==> src/hdl/ptt_pkg.sv <==
// ----------------------------------------------------------------------------
// ptt_pkg - shared types and constants for the triple tree generator
// Field widths, status codes, Berggren matrix selector and seed triple.
// ----------------------------------------------------------------------------
`default_nettype none

package ptt_pkg;

    localparam int DEF_STORE_DEPTH = 1024;
    localparam int DEF_NUM_WIDTH   = 32;

    // beat field widths
    localparam int IDX_W      = 10;
    localparam int SLOT_OUT_W = 10;
    localparam int LEG_W      = 32;
    localparam int STAT_W     = 2;
    localparam int S_TDATA_W  = 16;
    localparam int M_TDATA_W  = 112;
    localparam int M_PAD_W    = M_TDATA_W - SLOT_OUT_W - 3 * LEG_W;

    localparam int NEW_PER_EXPAND = 12;
    localparam int READ_ADVANCE   = 4;
    localparam int STEP_W         = $clog2(NEW_PER_EXPAND);

    localparam int SEED_A = 3;
    localparam int SEED_B = 4;
    localparam int SEED_C = 5;

    typedef enum logic {
        REQ_EXPAND = 1'b0,
        REQ_READ   = 1'b1
    } req_t;

    typedef enum logic [STAT_W-1:0] {
        STAT_OK         = 2'd0,
        STAT_FULL       = 2'd1,
        STAT_UNWRITTEN  = 2'd2
    } status_t;

    // A: (a,-b,c)  B: (a,b,c)  C: (-a,b,c), each through the common B form
    typedef enum logic [1:0] {
        BERG_A = 2'd0,
        BERG_B = 2'd1,
        BERG_C = 2'd2
    } berg_sel_t;

endpackage

`default_nettype wire

==> src/hdl/ptt_berggren.sv <==
// ----------------------------------------------------------------------------
// ptt_berggren - shared Berggren matrix unit
// Applies matrix A, B or C to one triple, shifts and adds modulo 2^W.
// ----------------------------------------------------------------------------
`default_nettype none

module ptt_berggren
    import ptt_pkg::*;
#(
    parameter int W = DEF_NUM_WIDTH
) (
    input  wire berg_sel_t      sel,
    input  wire logic [W-1:0]   a_in,
    input  wire logic [W-1:0]   b_in,
    input  wire logic [W-1:0]   c_in,
    output logic      [W-1:0]   a_out,
    output logic      [W-1:0]   b_out,
    output logic      [W-1:0]   c_out
);

    logic [W-1:0] x;
    logic [W-1:0] y;
    logic [W-1:0] c2;

    always_comb begin
        unique case (sel)
            BERG_A: begin
                x = a_in;
                y = -b_in;
            end
            BERG_B: begin
                x = a_in;
                y = b_in;
            end
            BERG_C: begin
                x = -a_in;
                y = b_in;
            end
            default: begin
                x = a_in;
                y = b_in;
            end
        endcase
    end

    assign c2    = c_in << 1;
    assign a_out = x + (y << 1) + c2;
    assign b_out = (x << 1) + y + c2;
    assign c_out = (x << 1) + (y << 1) + c2 + c_in;

endmodule

`default_nettype wire
==> config.mk <==
export PLATFORM = sky130hd
export DESIGN_NAME = ptt_berggren
export DESIGN_NICKNAME = d
export VERILOG_FILES = /design/src/hdl/ptt_pkg.sv /design/src/hdl/ptt_berggren.sv
export SDC_FILE = /design/constraint.sdc
export NUM_CORES = 1
export LEC_CHECK = 0
export ABC_AREA = 1
export BUFFER_PORTS_ARGS = -buffer_cell sky130_fd_sc_hd__buf_2
export CAP_MARGIN = 25
export CORE_ASPECT_RATIO = 0.7
export CORE_UTILIZATION = 42
export DETAILED_ROUTE_END_ITERATION = 16
export MAX_ROUTING_LAYER = met4
export PLACE_DENSITY = 0.75
export SYNTH_ARGS = -nofsm -noshare
export SYNTH_HDL_FRONTEND = slang
export SYNTH_SLANG_ARGS = --single-unit
==> constraint.sdc <==
create_clock -name vclk -period 3.7
set_input_delay 0.185 -clock vclk [all_inputs]
set_output_delay 0.185 -clock vclk [all_outputs]
set_load 0.01 [all_outputs]
[Yosys cells after proc, flatten, opt, wreduce, memory -nomap -nowiden]
Cells that the tools add are included.
Operators by class
  mux-type cells: 2
  reductions and logical operators: 1
  equal/unequal tests: 1
  add/subtract/negate cells: 9
Operator list (number)
  32-bit adder: 7
  32-bit two-way mux: 2
  32-bit negation: 2
  2-bit == test, second input constant: 1
  2-bit logical NOT: 1
Storage, ports and cells
  output and inout port bits: 96
  bits of input ports: 98
  word-level logic and storage cells: 13
  register bits: 0

[Logic depth before layout (Yosys ltp)]
  word-level depth: 5
  depth in mapped cells: 24
  depth with buffers taken out: 24

[Least setup slack after synthesis]
OpenSTA, ideal clock, no wires.
  kind: input port to output port
  from: input port b_in[1]
  to: output port c_out[26]
  arrival time: 3573 ps
  setup slack: -58 ps
  data required time: 3515 ps
  path buffers: 0
  stages on the path: 20
  cell sequence: inv_1 > ha_1 > nand3_2 > nor2_4 > inv_1 > nor2_1 > inv_1 > o41ai_2 > xnor2_1 > fa_1 > fa_1 > ha_1 > nand2_1 > nor2_1 > inv_1 > nor3_1 > nand3_1 > nand3_1 > a21oi_1 > xnor2_1
On the way
  cells in the longest elaborated chain, start to end: 5
RTL lines
  from (decl): RTL line ptt_berggren.sv:14  | input wire logic [W-1:0] b_in,
  32-bit negation: RTL line ptt_berggren.sv:29  | y = -b_in;
  32-bit two-way mux (*): RTL line ptt_berggren.sv:26  | unique case (sel)
  32-bit adder (*) (3 in a row): RTL line ptt_berggren.sv:49  | assign c_out = (x << 1) + (y << 1) + c2 + c_in;
  to (decl): RTL line ptt_berggren.sv:18  | output logic [W-1:0] c_out
Every way passes the cells marked *; elsewhere a longest branch is shown, timed or not.

[Worst setup path after layout]
  from: input port b_in[1]
  to: output port a_out[27]
On the way
  cells in the longest elaborated chain, start to end: 4
RTL lines
  32-bit negation: RTL line ptt_berggren.sv:29
  32-bit two-way mux (*): RTL line ptt_berggren.sv:26
  32-bit adder (*) (2 in a row): RTL line ptt_berggren.sv:47  | assign a_out = x + (y << 1) + c2;
  to (decl): RTL line ptt_berggren.sv:16  | output logic [W-1:0] a_out,
Marked as above.

==> key figures <==
Run status
  – Status: finished with violations
  – Failing checks: negative setup slack

Worst setup path
  – Worst Path Required: 3510 ps
  – Worst Setup SP: b_in[1]
  – Crit Path Class: in2out
  – CP Launch Type: input port
  – WP data arrival: 4210 ps
  – Highest fanout seen on the critical path: 5
  – CP endpoint kind: output pin

Power
  – Static Leak: 9.13 nW
  – PwrDens: 709 mW/mm²
  – Net switching power figure: 7.19 mW
  – Maximum vdd drop: 0.515 mV
  – Int Pwr: 6.34 mW
  – Sequential share of power: 0%
  – Clk pwr share: 0%
  – Switch share: 53.1%
  – Combinational share of power: 100.0%

Timing
  – FMAX: 228 MHz
  – Endpoints failing hold: 0
  – Final setup violation count: 76
  – Worst Slack Setup Final: -694 ps
  – RSZ-0062 raised after global routing: yes
  – Final worst-path cycle share: 119%
  – Setup TNS: -29850 ps
  – Max Slew Vio Count: 0
  – Relative slew slack: 52.7%
  – Worst Tran Pin Value: 702 ps
  – Period minus WS final: 4390 ps

Detailed routing
  – Detail Route Antenna Nets: 0
  – Via density: 5.92
  – Detailed Route Iter0 Violations: 1695
  – DRC Markers: 0
  – Via count: 14.7k
  – Routed WL: 59300 µm
  – Routed len/inst: 23.9 µm
  – Drt pass-1 iters: 6

Layout
  – Register area: 0 µm²
  – Final core occ: 84.3%
  – Seq_cells: 0
  – Area growth, synth to finish: 97.1%
  – Final net count: 2476
  – Final cell count without fillers: 2480
  – Layout cells sized above 1: 62.7%
  – # clk buffers: 0

Min path
  – Min-delay worst type: in2out
  – Hold path start: c_in[0]
  – Hold EP: c_out[0]
  – Cells on Worst Hold Path: 2

Global routing
  – Largest net degree at the start of global routing: 15
  – Vias in the first global route: 12.8k
  – Initial antenna violation count: 4
  – Remaining Overflow, GRT: 0
  – Gr usage total: 39.0%
  – First-pass GRT wire length: 69000 µm

Placed design
  – Gpl congestion: 1.03
  – Cells after DPL: 2396
  – DP Wirelength: 36400 µm
  – Port-buffer cells: 194
  – Dpl ws: -697 ps

Logic synthesis
  – Post-synth top cells: inv_1, nand2_1, nor2_1
  – Count leader, synth: inv_1
  – Syn_nets: 1732
  – Synth Cell Area: 0.00968 mm²
  – Ranking of synthesized cells by area: fa_1, ha_1, inv_1
  – Average size of a mapped cell: 6.81 µm²
  – Yosys top cell area share: 25.2%
  – Distinct cell type count after synthesis: 44
  – Warnings from Yosys: 0
  – Largest area contributor in the netlist: fa_1
  – Seq/Total Area, Yosys: 0%
  – Post-Syn Instances: 1422

Floorplanning
  – Horiz. Die Dim: 183 µm
  – Core area: 0.0226 mm²
  – Ports: 194
  – Die area: 0.0237 mm²
  – Rows: 46
  – Initial Util: 42.8%
  – Die Height: 129 µm

Run
  – Max-cap violations: 0

Clocking
  – CTS hold repair buffers: 0
==> area by class of cell <==
type                            count  area (µm²)
Fill cell                        1155        3540
Tap cell                          312         390
Multi-Input combinational cell   1122       12000
Inverter                          290        1120
Timing Repair Buffer              752        5560
Antenna cell                        4        10.0
==> worst max-delay path, stage by stage <==
cell and delay (ps):
buf_8 110, inv_8 60, ha_4 150, nand3_4 80, nor2_4 150, buf_4 130
inv_2 40, nor2_4 110, inv_2 70, o41ai_4 300, xnor2_2 190, buf_4 170
inv_2 60, fa_2 580, inv_2 60, ha_4 300, nand2_4 80, o21ai_1 250
a21oi_1 160, buf_4 180, buf_6 120, nand3_4 120, nand2_1 90, nand2_1 90
xor2_1 180, buf_2 160
==> stage by stage <==
stage / cell area, µm² / hold WS [ps] / total power, mW
2_1_floorplan: 9710 / 462 / 4.45
3_3_place_gp: 14600 / 651 / 9.16
3_5_place_dp: 14600 / 659 / 9.22
4_1_cts: 16800 / 658 / 10.7
5_1_grt: 19100 / 674 / 14.1
6_report: 19100 / 670 / 13.5
==> repair_timing <==
action,4_1_cts,5_1_grt
endpoints found under the setup margin,65,69
gates resized for setup,424,442
pin swaps,161,210
setup buffers,42,58
==> kinds of logic after synthesis <==
family / Yosys count / share of synthesized area, %
AO/OA/AOI/OAI: 248 / 14.6
XOR/XNOR: 136 / 12.3
AND/OR/NAND/NOR: 526 / 24.4
buffers and inverters: 300 / 11.8
adder cells (fa/ha/maj): 212 / 36.9
==> worst max-delay path by stage <==
stage / to / slack, ps / cells after the start
after floorplan: c_out[26] / -20 / 20
after global placement: c_out[26] / -660 / 21
after detailed placement: c_out[31] / -700 / 25
after CTS: c_out[30] / -350 / 21
after global routing: c_out[25] / -780 / 26
final: a_out[27] / -690 / 26
==> cells in the final DEF (no fill, tap or decap), types with 8 or more instances in the layout <==
master / synthesis / routed
nand2_4: 8 / 27
nand3_2: 2 / 26
nor3_2: 4 / 8
o21ai_2: 4 / 25
o21ai_4: 0 / 13
xnor2_2: 0 / 15
xor2_4: 0 / 8
nand2_2: 10 / 75
o21ai_1: 11 / 29
nor3_4: 0 / 13
buf_2: 2 / 180
a21oi_1: 116 / 29
nand4_1: 11 / 11
inv_1: 286 / 217
ha_1: 90 / 19
o21ai_0: 61 / 9
xor2_2: 0 / 26
a21o_1: 13 / 12
xor2_1: 95 / 61
nor2_2: 5 / 28
xnor2_1: 41 / 22
nand2_1: 231 / 143
fa_2: 0 / 18
buf_6: 0 / 80
fa_1: 122 / 104
inv_2: 4 / 63
a21oi_2: 3 / 63
a21oi_4: 0 / 27
ha_4: 0 / 66
nor2_4: 5 / 42
nor2_1: 146 / 86
buf_4: 3 / 485
nand3_1: 65 / 36
==> per-layer routing <==
layer  part of all wire, %  up-vias  global-route usage [%]
li1                      -     5994                       -
met1                    35     6816                    55.2
met2                    43     1382                    59.7
met3                    13      489                    5.35
met4                   8.4        0                    7.06
met5                     0        -                       -
==> power groups by stage <==
stage	combinational, mW	clock, mW	sequential, mW
floorplan	4.45	0	0
global placement	9.16	0	0
finish	13.5	0.000000145	0
global route	14.1	0.000000145	0
CTS	10.7	0	0
detailed placement	9.22	0	0
(Power assumes the default switching activity.)
